## src/sv/rlefd_pkg.sv

```systemverilog
// Shared types and constants for the rle led frame decoder.
// No dependencies; imported by rlefd_frame_mod and rle_led_frame_decoder.
package rlefd_pkg;

  // field widths
  localparam int BYTE_W    = 8;
  localparam int LEN_W     = 7;
  localparam int PIX_W     = 8;
  localparam int FRAME_W   = 16;
  localparam int MODE_W    = 2;
  localparam int CFG_IDX_W = 2;
  localparam int CFG_W     = 16;
  localparam int PHASE_W   = 2;

  // encoding modes
  localparam logic [MODE_W-1:0] MODE_RAW    = 2'd0;
  localparam logic [MODE_W-1:0] MODE_RLE    = 2'd1;
  localparam logic [MODE_W-1:0] MODE_RLE565 = 2'd2;

  // configuration register indexes
  localparam logic [CFG_IDX_W-1:0] CFG_MODE   = 2'd0;
  localparam logic [CFG_IDX_W-1:0] CFG_LEDS   = 2'd1;
  localparam logic [CFG_IDX_W-1:0] CFG_FRAMES = 2'd2;

  // byte phases within a record
  localparam logic [PHASE_W-1:0] PH_0 = 2'd0;
  localparam logic [PHASE_W-1:0] PH_1 = 2'd1;
  localparam logic [PHASE_W-1:0] PH_2 = 2'd2;
  localparam logic [PHASE_W-1:0] PH_3 = 2'd3;

  // reset values of the configuration registers
  localparam logic [PIX_W-1:0]   LEDS_RESET   = 8'd60;
  localparam logic [FRAME_W-1:0] FRAMES_RESET = 16'd1;

  // request to the frame index reduction unit
  typedef struct packed {
    logic               start;
    logic [FRAME_W-1:0] dividend;
    logic [FRAME_W-1:0] divisor;
  } mod_req_t;

  // status and result of the frame index reduction unit
  typedef struct packed {
    logic               busy;
    logic               done;
    logic [FRAME_W-1:0] remainder;
  } mod_res_t;

  // one run result
  typedef struct packed {
    logic [PIX_W-1:0]   start_pixel;
    logic [LEN_W-1:0]   run_pixels;
    logic [BYTE_W-1:0]  red;
    logic [BYTE_W-1:0]  green;
    logic [BYTE_W-1:0]  blue;
    logic               frame_end;
    logic [FRAME_W-1:0] frame_number;
    logic               animation_done;
  } run_item_t;

endpackage

```

## src/sv/rlefd_frame_mod.sv

```systemverilog
// Bit-serial remainder unit: frame index modulo frame count, one bit per cycle.
// Depends on rlefd_pkg (mod_req_t, mod_res_t).
module rlefd_frame_mod import rlefd_pkg::*; (
  input  logic     clk,
  input  logic     rst,
  input  mod_req_t req,
  output mod_res_t res
);

  logic               busy;
  logic               done;
  logic [3:0]         step;
  logic [FRAME_W-1:0] dvd;
  logic [FRAME_W-1:0] dvs;
  logic [FRAME_W-1:0] rem;

  logic [FRAME_W:0]   rem_sh;
  logic [FRAME_W:0]   rem_diff;
  logic               rem_ge;
  logic [FRAME_W-1:0] rem_next;

  // one restoring step
  always_comb begin
    rem_sh   = {rem, dvd[FRAME_W-1]};
    rem_ge   = rem_sh >= {1'b0, dvs};
    rem_diff = rem_sh - {1'b0, dvs};
    rem_next = rem_ge ? rem_diff[FRAME_W-1:0] : rem_sh[FRAME_W-1:0];
  end

  // control
  always_ff @(posedge clk) begin
    if (rst) begin
      busy <= 1'b0;
      done <= 1'b0;
      step <= '0;
    end else if (req.start) begin
      busy <= 1'b1;
      done <= 1'b0;
      step <= '0;
    end else if (busy) begin
      step <= step + 4'd1;
      if (step == 4'd15) begin
        busy <= 1'b0;
        done <= 1'b1;
      end
    end else begin
      done <= 1'b0;
    end
  end

  // datapath
  always_ff @(posedge clk) begin
    if (req.start) begin
      dvd <= req.dividend;
      dvs <= req.divisor;
      rem <= '0;
    end else if (busy) begin
      dvd <= {dvd[FRAME_W-2:0], 1'b0};
      rem <= rem_next;
    end
  end

  assign res.busy      = busy;
  assign res.done      = done;
  assign res.remainder = rem;

  // remainder is reduced once the unit finishes
  a_rem_reduced: assert property (@(posedge clk) disable iff (rst)
    done |-> rem < dvs)
    else $error("remainder not below divisor");

  // busy and done never overlap
  a_busy_done: assert property (@(posedge clk) disable iff (rst)
    !(busy && done))
    else $error("busy and done both set");

endmodule

```

## src/sv/rle_led_frame_decoder.sv

```systemverilog
// A result is registered on its last byte, in the skid entry if the output waits.
// Throughput: one byte per cycle unless stalled; a two-entry buffer keeps input moving.
// A write of frame_count stalls input while rlefd_frame_mod
// reduces the frame index one bit per cycle.
// Reset (rst, synchronous) clears phase, counters, buffers and loads register defaults.
module rle_led_frame_decoder import rlefd_pkg::*; (
  input  logic                 clk,
  input  logic                 rst,
  input  logic                 cfg_write_en,
  input  logic [CFG_IDX_W-1:0] cfg_index,
  input  logic [CFG_W-1:0]     cfg_data,
  input  logic                 in_valid,
  output logic                 in_stall,
  input  logic [BYTE_W-1:0]    data_byte,
  output logic                 out_valid,
  input  logic                 out_stall,
  output logic [PIX_W-1:0]     start_pixel,
  output logic [LEN_W-1:0]     run_pixels,
  output logic [BYTE_W-1:0]    red,
  output logic [BYTE_W-1:0]    green,
  output logic [BYTE_W-1:0]    blue,
  output logic                 frame_end,
  output logic [FRAME_W-1:0]   frame_number,
  output logic                 animation_done
);

  // configuration
  logic [MODE_W-1:0]  encoding_mode;
  logic [PIX_W-1:0]   led_count;
  logic [FRAME_W-1:0] frame_count;
  logic [FRAME_W-1:0] frame_count_eff;

  // decoder state
  logic [PHASE_W-1:0] byte_phase;
  logic [LEN_W-1:0]   held_length;
  logic [BYTE_W-1:0]  held_first;
  logic [BYTE_W-1:0]  held_second;
  logic [PIX_W-1:0]   pixel_count;
  logic [FRAME_W-1:0] frame_index;
  logic [FRAME_W-1:0] frame_red;

  // output buffer
  logic      out_full;
  run_item_t out_item;
  logic      skid_valid;
  run_item_t skid_item;

  mod_req_t mod_req;
  mod_res_t mod_res;

  logic               in_accept;
  logic               out_take;
  logic               emit;
  logic [PHASE_W-1:0] byte_phase_next;
  logic               load_length;
  logic               load_first;
  logic               load_second;
  logic [LEN_W-1:0]   run_len;
  logic [BYTE_W-1:0]  run_r;
  logic [BYTE_W-1:0]  run_g;
  logic [BYTE_W-1:0]  run_b;
  logic [PIX_W-1:0]   room;
  logic [LEN_W-1:0]   shown;
  logic [PIX_W:0]     pix_sum;
  logic               run_ends;
  logic [FRAME_W-1:0] frame_inc;
  logic [FRAME_W-1:0] frame_wrap;
  logic [FRAME_W-1:0] frame_after;
  run_item_t          new_item;

  assign in_accept       = in_valid && !in_stall;
  assign out_take        = out_full && !out_stall;
  assign in_stall        = skid_valid || mod_res.busy || mod_res.done;
  assign frame_count_eff = (frame_count == '0) ? FRAMES_RESET : frame_count;

  // record decode by mode and phase
  always_comb begin
    emit            = 1'b0;
    byte_phase_next = byte_phase;
    load_length     = 1'b0;
    load_first      = 1'b0;
    load_second     = 1'b0;
    run_len         = held_length;
    run_r           = held_first;
    run_g           = held_second;
    run_b           = data_byte;
    case (encoding_mode)
      MODE_RAW: begin
        run_len = 7'd1;
        if (byte_phase == PH_0) begin
          load_first      = 1'b1;
          byte_phase_next = PH_1;
        end else if (byte_phase == PH_1) begin
          load_second     = 1'b1;
          byte_phase_next = PH_2;
        end else begin
          emit = 1'b1;
        end
      end
      MODE_RLE: begin
        case (byte_phase)
          PH_0: begin
            load_length     = 1'b1;
            byte_phase_next = PH_1;
          end
          PH_1: begin
            load_first      = 1'b1;
            byte_phase_next = PH_2;
          end
          PH_2: begin
            load_second     = 1'b1;
            byte_phase_next = PH_3;
          end
          default: begin
            emit = 1'b1;
          end
        endcase
      end
      MODE_RLE565: begin
        run_r = {held_first[7:3], 3'b000};
        run_g = {held_first[2:0], data_byte[7:5], 2'b00};
        run_b = {data_byte[4:0], 3'b000};
        if (byte_phase == PH_0) begin
          load_length     = 1'b1;
          byte_phase_next = PH_1;
        end else if (byte_phase == PH_1) begin
          load_first      = 1'b1;
          byte_phase_next = PH_2;
        end else begin
          emit = 1'b1;
        end
      end
      default: begin
        emit = 1'b0;
      end
    endcase
    if (emit) begin
      byte_phase_next = PH_0;
    end
  end

  // run placement, clipping and frame advance
  always_comb begin
    room        = (pixel_count < led_count) ? (led_count - pixel_count) : '0;
    shown       = ({1'b0, run_len} < room) ? run_len : room[LEN_W-1:0];
    pix_sum     = {1'b0, pixel_count} + {2'b00, run_len};
    run_ends    = pix_sum >= {1'b0, led_count};
    frame_inc   = frame_red + 16'd1;
    frame_wrap  = (frame_inc == frame_count_eff) ? '0 : frame_inc;
    frame_after = run_ends ? frame_wrap : frame_index;

    new_item.start_pixel    = pixel_count;
    new_item.run_pixels     = shown;
    new_item.red            = run_r;
    new_item.green          = run_g;
    new_item.blue           = run_b;
    new_item.frame_end      = run_ends;
    new_item.frame_number   = frame_after;
    new_item.animation_done = frame_after == '0;
  end

  // configuration writes
  always_ff @(posedge clk) begin
    if (rst) begin
      encoding_mode <= MODE_RAW;
      led_count     <= LEDS_RESET;
      frame_count   <= FRAMES_RESET;
    end else if (cfg_write_en) begin
      case (cfg_index)
        CFG_MODE:   encoding_mode <= cfg_data[MODE_W-1:0];
        CFG_LEDS:   led_count     <= cfg_data[PIX_W-1:0];
        CFG_FRAMES: frame_count   <= cfg_data;
        default:    ;
      endcase
    end
  end

  // frame index reduction after a frame count change
  always_comb begin
    mod_req.start    = cfg_write_en && (cfg_index == CFG_FRAMES);
    mod_req.dividend = frame_index;
    mod_req.divisor  = (cfg_data == '0) ? FRAMES_RESET : cfg_data;
  end

  rlefd_frame_mod u_frame_mod (
    .clk (clk),
    .rst (rst),
    .req (mod_req),
    .res (mod_res)
  );

  // decoder state
  always_ff @(posedge clk) begin
    if (rst) begin
      byte_phase  <= PH_0;
      held_length <= '0;
      held_first  <= '0;
      held_second <= '0;
      pixel_count <= '0;
      frame_index <= '0;
      frame_red   <= '0;
    end else begin
      if (mod_res.done) begin
        frame_red <= mod_res.remainder;
      end
      if (in_accept) begin
        byte_phase <= byte_phase_next;
        if (load_length) begin
          held_length <= data_byte[LEN_W-1:0];
        end
        if (load_first) begin
          held_first <= data_byte;
        end
        if (load_second) begin
          held_second <= data_byte;
        end
        if (emit) begin
          pixel_count <= run_ends ? '0 : pix_sum[PIX_W-1:0];
          if (run_ends) begin
            frame_index <= frame_wrap;
            frame_red   <= frame_wrap;
          end
        end
      end
    end
  end

  // output register with skid entry
  always_ff @(posedge clk) begin
    if (rst) begin
      out_full   <= 1'b0;
      skid_valid <= 1'b0;
    end else if (!out_full || out_take) begin
      if (skid_valid) begin
        out_full   <= 1'b1;
        skid_valid <= 1'b0;
      end else begin
        out_full <= in_accept && emit;
      end
    end else if (in_accept && emit) begin
      skid_valid <= 1'b1;
    end
  end

  always_ff @(posedge clk) begin
    if (!out_full || out_take) begin
      if (skid_valid) begin
        out_item <= skid_item;
      end else if (in_accept && emit) begin
        out_item <= new_item;
      end
    end else if (in_accept && emit) begin
      skid_item <= new_item;
    end
  end

  assign out_valid      = out_full;
  assign start_pixel    = out_item.start_pixel;
  assign run_pixels     = out_item.run_pixels;
  assign red            = out_item.red;
  assign green          = out_item.green;
  assign blue           = out_item.blue;
  assign frame_end      = out_item.frame_end;
  assign frame_number   = out_item.frame_number;
  assign animation_done = out_item.animation_done;

  // reduced frame index stays below the frame count once settled
  a_frame_reduced: assert property (@(posedge clk) disable iff (rst)
    (!mod_res.busy && !mod_res.done) |-> frame_red < frame_count_eff)
    else $error("reduced frame index out of range");

  // skid entry only fills behind a waiting result
  a_skid_order: assert property (@(posedge clk) disable iff (rst)
    skid_valid |-> out_full)
    else $error("skid entry valid with empty output register");

  // pixel count restarts after a frame end
  a_pixel_restart: assert property (@(posedge clk) disable iff (rst)
    (in_accept && emit && run_ends) |=> pixel_count == '0)
    else $error("pixel count not cleared at frame end");

  // a frame count write stops input for the reduction
  a_mod_stall: assert property (@(posedge clk) disable iff (rst)
    mod_req.start |=> in_stall)
    else $error("input not stalled during frame index reduction");

endmodule
```

## config.mk

```make
export PLATFORM = sky130hd
export DESIGN_NAME = rle_led_frame_decoder
export DESIGN_NICKNAME = d
export VERILOG_FILES = /design/src/sv/rlefd_pkg.sv /design/src/sv/rlefd_frame_mod.sv /design/src/sv/rle_led_frame_decoder.sv
export SDC_FILE = /design/constraint.sdc
export NUM_CORES = 1
export LEC_CHECK = 0
export BUFFER_PORTS_ARGS = -buffer_cell sky130_fd_sc_hd__buf_2
export CORE_MARGIN = 4
export CORE_UTILIZATION = 55
export DETAILED_ROUTE_END_ITERATION = 16
export PLACE_DENSITY = 0.76
export SETUP_SLACK_MARGIN = 0.1
export SLEW_MARGIN = 25
export SYNTH_ARGS = -nofsm -noshare
export SYNTH_HDL_FRONTEND = slang
export SYNTH_SLANG_ARGS = --single-unit
```

## constraint.sdc

```tcl
create_clock -name clk -period 5.2 [get_ports clk]
set_clock_uncertainty 0.15 [all_clocks]
set_input_delay 0.52 -clock clk [delete_from_list [all_inputs] [get_ports clk]]
set_output_delay 0.52 -clock clk [all_outputs]
set_load 0.02 [all_outputs]
```

==> results of run 1 <==
## synthesized netlist by cell type, drive strengths merged (9+ instances only)
library cell,number
o211ai,9
a211oi,14
and2,25
a21oi,83
nor3,24
ha,53
xnor2,23
nor4,24
nor2b,25
edfxtp,146
or2,9
dfxtp,115
buf,21
nor2,115
nand3,27
clkbuf,67
o21a,20
inv,52
nand2,151
mux2i,48
xor2,16
mux2,57
nand4,15
a31oi,15
o21ai,62
nand2b,13
## worst register-to-register path, stage by stage, from the launching register on
cell,delay (ns)
dfxtp_1,0.37
inv_1,0.09
ha_1,0.21
or2_1,0.27
ha_1,0.27
o221a_2,0.32
o31ai_1,0.24
a21oi_1,0.12
or4_1,0.41
o311ai_0,0.19
xnor2_1,0.14
ha_1,0.23
nor3_1,0.20
a31oi_1,0.12
a21oi_2,0.14
inv_1,0.32
o21a_1,0.24
a22o_1,0.22
mux2_2,0.26
## sequential cells by signal, indices dropped and copies added (netlist names), 4 cells and up
name,count
skid_item,57
frame_count,16
frame_index,16
frame_number,16
frame_red,16
u_frame_mod.dvd,16
u_frame_mod.dvs,16
u_frame_mod.rem,16
blue,8
green,8
held_first,8
held_second,8
led_count,8
pixel_count,8
red,8
start_pixel,8
held_length,7
run_pixels,7
u_frame_mod.step,4
## logic make-up (layout without fill, tap and decap cells)
family	count (synthesis)	count (layout)
simple gates	457	457
compound gates	281	281
flops	261	261
buf+inv	141	210
mux	105	105
fa+ha+maj	56	56
xor+xnor	40	40
## routing by layer
layer | share of wire, % | vias to the layer above | wire [um]
li1 | - | 4949 | -
met1 | 47 | 4943 | 15610
met2 | 44 | 353 | 14570
met3 | 7.6 | 54 | 2543
met4 | 2.1 | 0 | 697
met5 | 0 | - | 0
## cell type report
type                    instances  area [um2]  share of cell area (%)
repair buffers                108       588.1                   3.911
clock buffers                  31       700.7                   4.660
flip-flops and latches        261        6686                   44.47
multi-input cells             939        6277                   41.75
inverters                      53       198.9                   1.323
well taps                     324       405.4                   2.696
clock inverters                18       178.9                   1.190
## power by group through the flow
stage | combinational (mW) | sequential [mW] | clock, mW
floorplan | 0.659 | 2.46 | 0
global placement | 0.879 | 2.46 | 0
detailed placement | 0.902 | 2.46 | 0
CTS | 0.910 | 2.42 | 1.95
global route | 1.01 | 2.43 | 2.02
finish | 0.911 | 2.42 | 1.92
## stage by stage
stage	hold WS (ns)	power (mW)	utilization, %	cell area, um2	worst slack (ns)
floorplan	0.2756	3.115	-	13510	0.2302
global placement	0.2884	3.337	58.38	14160	0.6709
detailed placement	0.2926	3.366	58.38	14160	0.5027
CTS	0.03873	5.274	62.01	15040	0.4552
global route	0.04715	5.471	62.01	15040	0.1500
finish	0.05414	5.253	62.01	15040	0.4303
## worst max path at each step
stage | start | endpoint | slack (ns) | depth (start not counted)
after CTS | encoding_mode[0] | frame_number[9] | 0.46 | 18
after detailed placement | encoding_mode[0] | frame_number[9] | 0.50 | 18
after global placement | encoding_mode[0] | frame_red[0] | 0.67 | 19
after floorplan | encoding_mode[0] | skid_item[0] | 0.23 | 9
final | encoding_mode[0] | frame_number[6] | 0.43 | 18
after global routing | encoding_mode[0] | frame_red[0] | 0.15 | 20
==> metrics.txt, run 1 <==
Ys Warns 0; count of cell types in the netlist 79; vias per inst 5.939; r2r endpoint frame_number[6]; global routing's busiest layer met1; layout cell share with drive strength beyond 1 between 10% and 20%; RSZ-0062 raised after global routing false; number of synthesized flops with an enable pin between 100 and 150; crit path DAT roughly 4.9 ns; WP buf/inv 2; chip height between 150 and 200 um; CP required 5.32 ns; Synth Area in Compound Gates between 10% and 20%; DRT iter0 DRCs about 850; FF-to-FF Start encoding_mode[0]; nets@finish roughly 1,500; commonest non-fill, non-tap cell in the layout nand2_1; Resize count post-CTS 0; mux cell area share after synthesis 8.309%; maximum clock frequency 209.7 MHz; maximum vdd drop approximately 0.36 mV; crit-path max FO 20; fin. max-slew vios 0; CP top delay family compound AO/OA/AOI/OAI gates; global route overflow 0; final setup fails 0; chip width between 150 and 200 um; Comb power frac roughly 17%; htree depth 1; DR vias 10,300; # DRC 0; largest family of logic cells by synthesized area simple AND/OR/NAND/NOR gates; most common cell type on the critical path ha_1; n_diodes 0; ys flop type edfxtp_1; crit start category flip-flop; Post-Synth Simple-Gate Area between 15 and 20%; asr flop ratio synth 0%; P&R area growth vs syn 11.31%; register clock-pin slew on the reported worst setup and hold paths roughly 0.070 ns; largest buffer count on any clock path 3; clk root buf clkbuf_16; number of buffers added on ports 89; core box area approximately 0.024 mm2; clk_lat worst skew 0.53 ns; post-synthesis sequential area ratio between 40 and 50%; I/O pin total 90; Final Hold Viols 0; Yosys top cell by area edfxtp_1; Sw Ratio around 28%; Post-Syn Area between 0.01 and 0.015 mm2; worst-case reg-to-reg path depth 18; Post-CTS Repair Setup Buffers 0; Placer Congestion between 0.9 and 1; post-synth top area share between 30% and 40%; total CTS buffers 27; clock period minus final worst setup slack 4.770 ns; GR Util met2 a little under two fifths; die area 0.02713 mm2; initial antenna violation count 0; #FFs+latches synth 261; Leak a little under 6 nW; Fin Setup TNS 0 ns; adder-cell share of the synthesized area ~5.3%; Starting Density ~56%; Hold EP u_frame_mod.dvs[10]; Cell Int Power between 3 and 4 mW; Placed Cells roughly 1,700; GR Layer Usage met3 3.968%; Cell Pwr Density 349.4 mW/mm2; crit-path max cell delay 0.41 ns; largest net degree at the start of global routing 64; CP Class flip-flop to flip-flop; M1 GR Usage 37.32%; NetSw ~1.5 mW; Detailed Routing Iterations Pass 1 5; CTS tree built; clock power share between 30 and 40%; CTS Hold Bufs 0; Avg Inst Size Synth around 10 um2; hold_sp cfg_data[10]; Cell Rows between 50 and 60; Mapped Nets 1,427; max cap viols 0; Max stage delay cell, worst path or4_1; All-Layer GR Usage about 24%; first-pass GRT wire length 53,100 um; non-filler instance count after layout 1,734; critical path endpoint category flip-flop; status complete, no violations; max-slew headroom at the worst pin between 30% and 40%; Flop pwr share ~46%; XOR/XNOR Fraction of Synth Area under 10%; WL final ~33,000 um; clk sinks roughly 260; hold depth 1; commonest non-fill, non-tap cells in the layout 150 x nand2_1, 146 x edfxtp_1, 115 x dfxtp_1; FILL cells around 2,000; Final Cycle Share about nine tenths; worst reg2reg setup slack 0.43 ns; largest cells by area after synthesis edfxtp_1 32%, dfxtp_1 17%, ha_1 4.9%; Hold Path Class input port to flip-flop; worst slew pin tran 0.9800 ns; vias in the first global route a little under 10,000; dpl hpwl 23,220 um; CP Cell Sequence inv_1 -> ha_1 -> or2_1 -> ha_1 -> o221a_2 -> o31ai_1 -> a21oi_1 -> or4_1 -> o311ai_0 -> xnor2_1 -> ha_1 -> nor3_1 -> a31oi_1 -> a21oi_2 -> inv_1 -> o21a_1 -> a22o_1 -> mux2_2; synthesized instance count 1,341; Routed Antenna Nets 0; Routed WL per cell 19.27 um
(Power assumes the default switching activity.)
==> run 2, diff against run 1 <==
- REMOVE_ABC_BUFFERS: not set -> 1
==> run 2 against run 1 <==
  * Worst hold slack got worse by 0.010 ns
  * Maximum frequency grew 2.1%
  * Critical path depth is 2 higher
  * Clock power rose by 4%
  * Register-to-register slack improved by 0.097 ns
  * Routed wire length up 2.5%
  * Power is 1.4% higher
  * Cell count grew 0.29%
  * Non-clock buffer count grew 2
  * Sequential cell count did not move
  * Via count increased by 1.4%
  * Highest routed layer unchanged
==> metrics.txt, run 2 (synthesis results as in run 1) <==
status complete, no violations; number of buffers added on ports 89 (unchanged); Leak 5.809 nW (+0.65%); maximum vdd drop 0.1925 mV (-47%); hold depth 1 (unchanged); first-pass GRT wire length 54,410 um (+2.5%); Routed Antenna Nets 0 (unchanged); DRT iter0 DRCs 1,097 (+28%); layout cell share with drive strength beyond 1 17.10% (-0.20 points); worst slew pin tran 0.9940 ns (+0.01401 ns); maximum clock frequency 214.0 MHz (+2.1%); Post-CTS Repair Setup Buffers 0 (unchanged); I/O pin total 90 (unchanged); max cap viols 0 (unchanged); clk sinks 261 (unchanged); CP required 5.49 ns (+0.17 ns); Hold WS 0.04388 ns (-0.01026 ns); initial antenna violation count 0 (unchanged); P&R area growth vs syn 11.82%; commonest non-fill, non-tap cell in the layout nand2_1; Final Util 62.29% (+0.28 points); clk root buf clkbuf_16; critical path endpoint category flip-flop; core box area 0.02425 mm2 (unchanged); Detailed Routing Iterations Pass 1 5 (unchanged); dpl hpwl 23,460 um (+1.0%); die area 0.02713 mm2 (unchanged); DR vias 10,440 (+1.4%); largest buffer count on any clock path 3 (unchanged); crit path DAT 4.97 ns (+0.08 ns); chip width 164.7 um (unchanged); fin. max-slew vios 0 (unchanged); Hold Path Class input port to flip-flop; Reg area 0.006686 mm2 (unchanged); Final Power 5.326 mW (+1.4%); Top reg by flops skid_item; area of the multi-input gates 0.006277 mm2 (unchanged); max FFs per register 57 (unchanged); chip height 164.7 um (unchanged); CTS Hold Bufs 0 (unchanged); htree depth 1 (unchanged); WL final 34,230 um (+2.5%); clock period minus final worst setup slack 4.673 ns (-0.09678 ns); RSZ-0062 raised after global routing false; crit start category flip-flop; register clock-pin slew on the reported worst setup and hold paths 0.06 ns (about the same); All-Layer GR Usage 25.01% (+0.54 points); max-slew headroom at the worst pin 33.49% (-1.1 points); final setup fails 0 (unchanged); nets@finish 1,479 (+0.20%); non-filler instance count after layout 1,739 (+0.29%); clk_lat worst skew 0.54 ns (about the same); Routed WL per cell 19.68 um (+2.2%); Cell Rows 57 (unchanged); Starting Density 55.71% (unchanged); commonest non-fill, non-tap cells in the layout 150 x nand2_1, 146 x edfxtp_1, 115 x dfxtp_1; largest net degree at the start of global routing 72 (+13%); Final Cycle Share 89.86% (-1.9 points); CTS tree built; # DRC 0 (unchanged); Placer Congestion 0.9402 (-2.7%); worst-case reg-to-reg path depth 20 (+2); n_diodes 0 (unchanged); FILL cells 2,002 (-1.2%); Cell Pwr Density 352.6 mW/mm2 (+0.93%); vias in the first global route 10,010 (+1.8%); global route overflow 0 (unchanged); Final Hold Viols 0 (unchanged); crit-path max FO 16 (-20%); total CTS buffers 28 (+3.7%); Placed Cells 1,687 (+0.12%); vias per inst 6.003 (+1.1%); Resize count post-CTS 0 (unchanged); CP Class flip-flop to flip-flop
run 2: cell types whose count changed in the layout (fill, tap and decap cells not counted), sizes merged:
| cell | change |
|---|---|
| clkbuf | +15 |
| bufinv | -2 |
| clkinv | -7 |
| inv | +1 |
| buf | +2 |
| clkinvlp | -4 |
run 2: where the power goes:
group	leakage (nW)	total [mW]	switching, mW	internal [mW]
clock network	0.447	1.99	0.817	1.17
registers	2.29	2.41	0.100	2.31
logic	3.07	0.924	0.551	0.373
run 2: per-stage QoR:
stage	setup TNS [ns]	cell area (um2)	setup slack [ns]
floorplan	-72.23	13140	-0.9267
CTS	0	15100	0.5981
global route	0	15100	0.1493
global placement	0	14190	0.7787
finish	0	15100	0.5271
detailed placement	0	14190	0.6126
run 2: per-layer routing:
metal | part of all wire, % | track usage [%] | wire (um)
met1 | 45 | 36.40 | 15250
met2 | 47 | 39.40 | 15940
met5 | 0 | 0 | 0
met3 | 6.1 | 3.519 | 2076
met4 | 2.8 | 6.881 | 964
run 2: final cells by class:
type / count / share of cell area [%]
flip-flops and latches: 261 / 44.27
multi-input cells: 939 / 41.56
clock buffers: 46 / 5.641
repair buffers: 110 / 4.092
well taps: 324 / 2.684
inverters: 53 / 1.317
clock inverters: 6 / 0.4390
run 2: path summary, 6_finish.rpt:
path | end | slack, ns | start
min | u_frame_mod.dvs[13] | 0.04 | cfg_data[13]
min reg2reg | skid_item[38] | 0.31 | held_first[4]
max | frame_red[14] | 0.53 | encoding_mode[0]
max reg2reg | frame_red[14] | 0.53 | encoding_mode[0]
run 2: worst max-delay path: stages, from the launching register on:
cell and delay [ns]:
dfxtp_1 0.36, inv_1 0.09, ha_1 0.22, buf_4 0.19
nor2b_1 0.37, xnor2_1 0.13, ha_1 0.27, a221o_1 0.34
a32oi_1 0.31, nand2_1 0.09, nor2_1 0.13, xnor2_1 0.17
ha_1 0.29, a21oi_1 0.12, o21ai_0 0.12, a21oi_2 0.17
inv_1 0.07, nand2_1 0.46, buf_4 0.26, a21oi_1 0.05
a211oi_1 0.24
==> run 3, diff against run 2 <==
- CORE_UTILIZATION: 55 -> 51
- PLACE_DENSITY: 0.76 -> 0.72
- RECOVER_POWER: not set -> 100
==> run 3 against run 2 <==
  * The flow now finishes with violations (max-capacitance violations, max-slew violations)
  * Clock power is 2% lower
  * Power is 1.1% lower
  * Maximum frequency is 3.2% lower
  * First-iteration DRC count is 25% lower
  * Register-to-register slack worse by 0.15 ns
  * Combinational power is 3.2% lower
  * Cell area is 0.98% lower
  * Sequential share of layout area is 0.44 points higher
  * Routed wire length is 1.4% lower
  * Critical endpoint is now skid_item[42]
==> metrics.txt, run 3 (synthesis results as in run 1) <==
status finished, violations left; failing checks max-capacitance violations, max-slew violations; DRT iter0 DRCs 820 (-25%); critical path endpoint category flip-flop; crit start category flip-flop; hold_sp cfg_data[11]; Top reg by flops skid_item; CTS Hold Bufs 0 (unchanged); most common cell type on the critical path ha_1; FF-to-FF Start pixel_count[2]; Detailed Routing Iterations Pass 1 5 (unchanged); global routing's busiest layer met2; RSZ-0062 raised after global routing true; fin. max-slew vios 165 (+165); Routed WL per cell 19.25 um (-2.2%); clk_lat worst skew 0.55 ns (about the same); number of buffers added on ports 89 (unchanged); largest net degree at the start of global routing 67 (-6.9%); WP buf/inv 1 (-3); GR Util met2 35.64% (-3.8 points); maximum vdd drop 0.2359 mV (+23%); I/O pin total 90 (unchanged); die area 0.02915 mm2 (+7.5%); M1 GR Usage 31.53% (-4.9 points); max FFs per register 57 (unchanged); GR Layer Usage met3 3.720% (+0.20 points); largest buffer count on any clock path 3 (unchanged); Cell Pwr Density 352.1 mW/mm2 (-0.14%); worst-case reg-to-reg path depth 15 (-25%); worst slew pin tran 2.256 ns (+1.262 ns); CP required 5.35 ns (-0.14 ns); vias in the first global route 9,666 (-3.4%); r2r endpoint skid_item[42]; clock period minus final worst setup slack 4.826 ns (+0.1528 ns); nets@finish 1,481 (+0.14%); Placer Congestion 0.9245 (-1.7%); Starting Density 51.84% (-3.9 points); # DRC 0 (unchanged); CP Class flip-flop to flip-flop; Final Hold Viols 0 (unchanged); Hold WS 0.07988 ns (+0.03601 ns); Cell Rows 59 (+3.5%); Hold EP u_frame_mod.dvs[11]; clk root buf clkbuf_16; max-slew headroom at the worst pin -50.40% (-84 points); commonest non-fill, non-tap cells in the layout 150 x nand2_1, 146 x edfxtp_1, 115 x nor2_1, 115 x dfxtp_1, 95 x clkbuf_1; initial antenna violation count 0 (unchanged); vias per inst 5.872 (-2.2%); Final Cycle Share 92.80% (+2.9 points); max cap viols 5 (+5); register clock-pin slew on the reported worst setup and hold paths 0.06 ns (about the same); WL final 33,750 um (-1.4%); chip height 170.7 um (+3.7%); CTS tree built; global route overflow 0 (unchanged); final setup fails 0 (unchanged); All-Layer GR Usage 22.43% (-2.6 points); clk sinks 261 (unchanged); first-pass GRT wire length 52,500 um (-3.5%); Final Util 57.40% (-4.9 points); layout cell share with drive strength beyond 1 10.44% (-6.7 points); commonest non-fill, non-tap cell in the layout nand2_1; DR vias 10,290 (-1.4%); Hold Path Class input port to flip-flop; Leak 5.558 nW (-4.3%); CP top delay family simple AND/OR/NAND/NOR gates; htree depth 1 (unchanged); FILL cells 2,261 (+13%); total CTS buffers 28 (unchanged); CP Cell Sequence inv_1 -> ha_1 -> a211oi_1 -> o21ai_2 -> a21boi_2 -> nor3_1 -> nand2_1 -> ha_1 -> o21ai_0 -> a21oi_1 -> nand2b_1 -> maj3_1 -> a2111oi_4 -> or2_2 -> mux2_2; P&R area growth vs syn 10.73%; dpl hpwl 23,430 um (-0.11%); core box area 0.02606 mm2 (+7.5%); crit-path max FO 12 (-4); Resize count post-CTS 0 (unchanged); maximum clock frequency 207.2 MHz (-3.2%); crit-path max cell delay 0.57 ns (+0.11 ns); Max stage delay cell, worst path nor3_1; Routed Antenna Nets 0 (unchanged); crit path DAT 4.97 ns (about the same); chip width 170.7 um (+3.7%); hold depth 1 (unchanged); worst reg2reg setup slack 0.37 ns (-0.15 ns)
## run 3: cell count changes in the layout (fill, tap and decap cells not counted), moves of 4 or more
cell	change
mux2_1	+8
o31ai_1	+4
buf_2	-75
buf_4	-12
o31ai_2	-4
clkbuf_1	+82
mux2_2	-8
## run 3: power breakdown
part / switching (mW) / internal (mW) / total (mW) / leakage (nW)
logic: 0.538 / 0.356 / 0.894 / 2.82
registers: 0.104 / 2.31 / 2.42 / 2.29
clock network: 0.828 / 1.13 / 1.95 / 0.441
total: 1.47 / 3.80 / 5.27 / 5.56
## run 3: per-stage QoR
stage | setup TNS, ns | cells | power [mW] | area [um2] | setup slack [ns]
final | 0 | 1753 | 5.267 | 14960 | 0.3743
after global routing | 0 | 1752 | 5.503 | 14950 | 0.05159
after CTS | 0 | 1752 | 5.312 | 15120 | 0.4904
after detailed placement | 0 | 1700 | 3.363 | 14210 | 0.5111
after global placement | 0 | 1700 | 3.345 | 14210 | 0.5944
after floorplan | -72.23 | 1253 | 3.088 | 13140 | -0.9267
## run 3: what timing repair did
action	CTS	global route
setup endpoints to repair	0	1
setup buffers	0	0
endpoints found under the hold margin	0	0
## run 3: layer usage
layer | vias to the layer above | wire length, um
met4 | 0 | 989
met2 | 329 | 15570
met5 | - | 0
li1 | 4950 | -
met3 | 73 | 1940
met1 | 4942 | 15250
## run 3: how the worst max path moves through the flow
| stage | slack (ns) | depth (start not counted) | end | start |
|---|---|---|---|---|
| after global placement | 0.59 | 15 | skid_item[42] | pixel_count[2] |
| final | 0.37 | 15 | skid_item[42] | pixel_count[2] |
| after global routing | 0.05 | 10 | frame_number[12] | encoding_mode[0] |
| after detailed placement | 0.51 | 15 | skid_item[42] | pixel_count[2] |
| after floorplan | -0.93 | 7 | animation_done | encoding_mode[0] |
| after CTS | 0.49 | 15 | skid_item[42] | pixel_count[2] |
## run 3: area by class of cell
class	instances	area [um2]	share of cell area, %
diodes	1	2.502	0.01673
clock buffers	41	800.8	5.354
clock inverters	11	107.6	0.7194
inverters	53	198.9	1.330
multi-input cells	939	6248	41.78
flip-flops and latches	261	6686	44.70
well taps	335	419.2	2.802
repair buffers	112	493.0	3.296
